### config.mk
export PLATFORM = sky130hd
export DESIGN_NAME = dmm_mac
export DESIGN_NICKNAME = d
export VERILOG_FILES = /design/src/hdl/dmm_pkg.sv /design/src/hdl/dmm_mac.sv
export SDC_FILE = /design/constraint.sdc
export NUM_CORES = 1
export LEC_CHECK = 0
export BUFFER_PORTS_ARGS = -buffer_cell sky130_fd_sc_hd__buf_4
export CAP_MARGIN = 25
export CORE_MARGIN = 3
export CORE_UTILIZATION = 45
export CTS_BUF_LIST = sky130_fd_sc_hd__clkbuf_4 sky130_fd_sc_hd__clkbuf_8
export CTS_CLUSTER_DIAMETER = 50
export DETAILED_ROUTE_END_ITERATION = 12
export GPL_TIMING_DRIVEN = 0
export SETUP_SLACK_MARGIN = 0.05
export SLEW_MARGIN = 25
export SYNTH_ARGS = -nofsm -noshare
export SYNTH_HDL_FRONTEND = slang
export SYNTH_SLANG_ARGS = --single-unit
export TNS_END_PERCENT = 50
### constraint.sdc
create_clock -name clk -period 8.5 [get_ports clk]
set_input_delay 1.7 -clock clk [delete_from_list [all_inputs] [get_ports clk]]
set_output_delay 1.7 -clock clk [all_outputs]
set_load 0.02 [all_outputs]
### src/hdl/dmm_pkg.sv
// ---------------------------------------------------------------------------
// dmm_pkg: shared types and constants
// Beat formats, command codes, sequencer states and the pipeline tag of the
// dense matrix multiplier.
// ---------------------------------------------------------------------------
`timescale 1ns / 1ps
`default_nettype none

package dmm_pkg;

  localparam int IDX_W    = 4;
  localparam int SIZE_W   = 5;
  localparam int IN_ELEM_W = 16;
  localparam int RESULT_W = 40;
  localparam int MAX_SIZE = 16;

  localparam logic [SIZE_W-1:0] SIZE_RESET = 5'd16;

  localparam logic [1:0] CMD_LOAD_A = 2'd0;
  localparam logic [1:0] CMD_LOAD_B = 2'd1;
  localparam logic [1:0] CMD_ROW    = 2'd2;

  typedef struct packed {
    logic [1:0]                  cmd;
    logic [IDX_W-1:0]            row_index;
    logic [IDX_W-1:0]            col_index;
    logic signed [IN_ELEM_W-1:0] element_value;
  } dmm_in_t;

  typedef struct packed {
    logic [IDX_W-1:0]           out_col;
    logic signed [RESULT_W-1:0] product_value;
    logic                       last_of_row;
  } dmm_out_t;

  // travels with each operand pair down the MAC pipeline
  typedef struct packed {
    logic             valid;
    logic             first;
    logic             last;
    logic             col_last;
    logic [IDX_W-1:0] col;
  } dmm_tag_t;

  typedef enum logic [1:0] {
    ST_IDLE,
    ST_WAIT,
    ST_ISSUE
  } dmm_state_t;

endpackage

`default_nettype wire

### src/hdl/dmm_mac.sv
// ---------------------------------------------------------------------------
// dmm_mac: shared multiply-accumulate unit
// Registers one signed product per cycle and folds it into a 40-bit
// accumulator; the last term of a column presents the finished result.
// ---------------------------------------------------------------------------
`timescale 1ns / 1ps
`default_nettype none

module dmm_mac
  import dmm_pkg::*;
#(
  parameter int ELEM_BITS = 16
) (
  input  wire                        clk,
  input  wire                        rst_n,
  input  wire dmm_tag_t              tag_in,
  input  wire signed [ELEM_BITS-1:0] op_a,
  input  wire signed [ELEM_BITS-1:0] op_b,
  output logic                       res_valid,
  output dmm_out_t                   res,
  output logic                       busy
);

  localparam int PW = 2 * ELEM_BITS;
  localparam int XW = (PW > RESULT_W) ? PW : RESULT_W;

  dmm_tag_t                   tag_r;
  logic signed [PW-1:0]       prod_r;
  logic signed [RESULT_W-1:0] acc_r;
  logic signed [RESULT_W-1:0] acc_nxt;
  logic signed [XW-1:0]       prod_x;

  always_ff @(posedge clk) begin
    if (!rst_n) begin
      tag_r <= '0;
    end else begin
      tag_r <= tag_in;
    end
  end

  always_ff @(posedge clk) begin
    prod_r <= op_a * op_b;
  end

  // wrap the product to the result width when the parameters make it wider
  assign prod_x  = XW'(prod_r);
  assign acc_nxt = (tag_r.first ? '0 : acc_r) + RESULT_W'(prod_x);

  always_ff @(posedge clk) begin
    if (tag_r.valid) begin
      acc_r <= acc_nxt;
    end
  end

  assign res_valid         = tag_r.valid && tag_r.last;
  assign res.out_col       = tag_r.col;
  assign res.product_value = acc_nxt;
  assign res.last_of_row   = tag_r.col_last;
  assign busy              = tag_r.valid;

endmodule

`default_nettype wire

## After elaboration in Yosys (flattened, before gate mapping)

Index checks and enable logic that the tools add are counted.

| word-level totals | value |
|---|---|
| word-level logic and storage cells | 11 |
| flip-flop bits (word level) | 80 |
| input bits | 42 |
| output and inout bits | 47 |

| cells by class | value |
|---|---|
| reduce and logical (&&, ||, !) cells | 1 |
| multiply operators | 1 |
| multiplexer cells | 1 |
| add/subtract/negate cells | 1 |

Operators by type and width:

| cell | count |
|---|---|
| $add 40x40->40 | 1 |
| $mux 40 | 1 |
| $mul 16x16->32 | 1 |
| $logic_and 1x1->1 | 1 |

## Longest topological paths before layout

| logic depth | value |
|---|---|
| word-level depth | 2 |
| mapped depth | 23 |
| mapped depth without buffers | 21 |

## Worst setup path after synthesis

OpenSTA, ideal clock, no wires.

| path | value |
|---|---|
| path kind | input-to-reg |
| from | in op_a[15] |
| to | reg prod_r[31] |
| required time | 8,379 ps |
| path buffers | 2 |
| library setup time | 121 ps |
| data arrival time | 7,210 ps |
| path slack | 1,170 ps |
| cell stages on the path | 21 |
| cell sequence | clkbuf_1 > nand2_1 > inv_1 > fa_1 > fa_1 > fa_1 > fa_1 > fa_1 > inv_1 > fa_1 > inv_1 > ha_1 > buf_2 > and4_1 > nand3_1 > or2_1 > o32ai_1 > nor3_1 > o31ai_1 > a21oi_1 > xnor2_1 |

| on the way | value |
|---|---|
| cells in the longest elaborated chain, start to end | 1 |

Ends and longest elaborated chain:

| what | RTL line | RTL |
|---|---|---|
| start: declaration | dmm_mac.sv:17 | `input wire signed [ELEM_BITS-1:0] op_a,` |
| $mul 16x16->32 | dmm_mac.sv:42 | `prod_r <= op_a * op_b;` |
| end signal: assignment | dmm_mac.sv:42 |  |
| end: declaration | dmm_mac.sv:28 | `logic signed [PW-1:0] prod_r;` |

Every way passes these cells.
A chain may end at the register's enable or synchronous reset.

## Worst setup path after layout

| path | value |
|---|---|
| from | in op_b[4] |
| to | reg prod_r[31] |

| on the way | value |
|---|---|
| cells in the longest elaborated chain, start to end | 1 |

Ends and longest elaborated chain:

| what | RTL line | RTL |
|---|---|---|
| start: declaration | dmm_mac.sv:18 | `input wire signed [ELEM_BITS-1:0] op_b,` |
| $mul 16x16->32 | dmm_mac.sv:42 |  |

Every way passes these cells.

==> metrics.txt <==
status complete, no violations; FF-to-FF End acc_r[38]; Critical path origin op_b[4]; Worst Path Required 8.74 ns; clk_skew between 0.015 and 0.02 ns; total grt overflow 0; crit share post-route 0.947; largest net degree at the start of global routing 26; CTS Buf Count 9; yosys warns 0; clk_lat worst skew ~0.36 ns; sequential cell area fraction in the yosys report 0.139; count of clock tree sinks 80; PortBufs 88; fin util 0.510; Core ar. approximately 0.031 sq mm; layout cells sized above 1 0.0886; hold path start prod_r[0]; # diodes 0; Die W between 150 and 200 um; setup_tns 0 ns; Initial Util 0.464; Final ANT Viol Nets 0; unrepaired setup endpoints after global routing false; Arr. time, crit path 8.29 ns; fin crit period slightly above 8 ns; initial DRC count 523; Worst setup EP type register; multi-input logic area between 0.01 and 0.015 sq mm; vias per cell 5.16; WL/cell 17.1 um; Final Hold Fails 0; max-slew violation count 0; initial antenna violation count 2; Syn Std Cell Area about 0.014 sq mm; post-synthesis async set-or-reset flop share 0; most common cell after layout, fill and taps aside inv_1; Syn Inst Count 1523; final WL between 30 and 40 mm; H-tree depth 3; Least-Margin Pin Slew 0.693 ns; Worst path max stage delay roughly 0.74 ns; reg2reg setup slack 4.76 ns; Worst Hold Endpoint acc_r[0]; hold_buf cts 0; final number of setup-violating endpoints 0; MaxCap Viol Count 0; Main synth FF type edfxtp_1; crit path kind primary input to register; Area Growth Syn to Fin 9.83%; Max Fanout on Critical Path 10; Worst setup SP type primary input; EDFF count, synth 40; Design Area, Final 0.0158 sq mm; Crit-path slowest cell fa_1; vias in the first global route ~11k; Ports 89; Placed Area 0.0156 sq mm; worst min path class register to register; Yosys cell types 71; row count 64; Max Fclk 124 MHz; Die Span Y approximately 190 um; hold path depth 1; Resized Gates After CTS 0; root buf cell clkbuf_8; Clock Tree Buf Depth 2; Reg area 0.00200 sq mm; syn_nets 1949; CP most frequent cell fa_1; Worst slew margin 0.538; commonest cells after routing, fill and taps aside inv_1 (300), fa_1 (263), nand2_1 (154); reg2reg start tag_r[6]; number of remaining DRC errors 0; register bit total from synthesis 80; CP Cell Sequence buf_4, clkbuf_1, nand2_1, fa_1, inv_1, fa_1, fa_1, fa_1, fa_1, inv_1, fa_1, inv_1, ha_1, buf_2, and4_1, nand3_1, a2111oi_2, nor3_1, o31ai_1, a21oi_1, xnor2_1; # nets final 2046; DIE AREA between 0.03 and 0.04 sq mm; DP Wirelength 29.9 mm; RePlAce Congestion approximately 0.92; TritonCTS clock tree done; cell count of the worst reg-to-reg path 14; GRT Total Usage 0.212; Clock transition at path regs 0.09 ns; syn avg cell area roughly 9.5 sq um; Filler cells 2953; first-pass GRT wire length 57.8 mm; routed vias 10.4k; DRT Pass-1 Iters 5
-- per-layer routing --
layer / part of all wire / track usage / up-vias / wire [um]
li1: - / - / 4959 / -
met1: 0.46 / 0.290 / 5170 / 15900
met3: 0.052 / 0.0295 / 43 / 1810
met4: 0.020 / 0.0474 / 2 / 681
met2: 0.47 / 0.360 / 253 / 16200
met5: 0.00023 / 0 / - / 8
-- area by class of cell --
cell class	instances	share of cell area
Multi-Input combinational cell	1099	0.701
Timing Repair Buffer	89	0.0434
Clock buffer	10	0.00869
Clock inverter	6	0.00671
Tap cell	396	0.0313
Buffer	41	0.0111
Inverter	300	0.0711
Sequential cell	80	0.126
-- sequential cells by signal, indices dropped and copies added, names as in the netlist --
name    flops
acc_r      40
prod_r     32
res         5
tag_r       2
busy        1
-- worst max-delay path: cells and delay by family --
kind | cells | cell delay [ns]
and+or+nand+nor | 4 | 0.90
AOI/OAI and AO/OA | 3 | 0.88
buffers and inverters | 6 | 0.95
xor gates and xnor gates | 1 | 0.31
adders and majority gates | 7 | 3.56
-- worst max-delay path by stage --
| stage | depth (start not counted) | to | slack, ns |
|---|---|---|---|
| floorplan | 21 | prod_r[31] | 1.17 |
| global placement | 21 | prod_r[31] | 0.008 |
| detailed placement | 21 | prod_r[31] | -0.02 |
| CTS | 21 | prod_r[31] | 0.37 |
| global route | 21 | prod_r[31] | 0.07 |
| finish | 21 | prod_r[31] | 0.45 |
-- kinds of logic after synthesis --
logic type / Yosys count / synth area share
flops: 80 / 0.139
compound gates: 193 / 0.0952
xor+xnor: 67 / 0.0407
mux: 1 / 0.000694
buf+inv: 344 / 0.0911
fa+ha+maj: 384 / 0.470
simple gates: 454 / 0.164
-- synth_stat cells, types with 13 or more instances --
cell        n  area, sq um
nand2_1   154          578
a21oi_1    56          280
a21o_1     29          218
clkbuf_1   36          135
nor2b_1    45          282
ha_1      121         1510
inv_1     300         1130
dfxtp_1    40          801
fa_1      263         5270
nor2_1     42          158
and2_1    141          882
xor2_1     13          114
o21ai_0    21          105
xnor2_1    54          473
edfxtp_1   40         1200
-- per-stage QoR --
| stage | cells | hold WS [ns] | worst slack [ns] |
|---|---|---|---|
| floorplan | 1523 | 0.681 | 1.17 |
| global placement | 2007 | 0.638 | 0.00824 |
| detailed placement | 2008 | 0.634 | -0.0164 |
| CTS | 2024 | 0.645 | 0.365 |
| global route | 2021 | 0.670 | 0.0701 |
| finish | 2021 | 0.639 | 0.451 |
-- timing repair --
action                                 4_1_cts  5_1_grt
setup endpoints to repair                    0        1
endpoints found under the hold margin        0        0
buffers inserted                             0        0
Power is not shown: default switching activity piles up to over one toggle a cycle in this logic, so the estimate is an artifact.
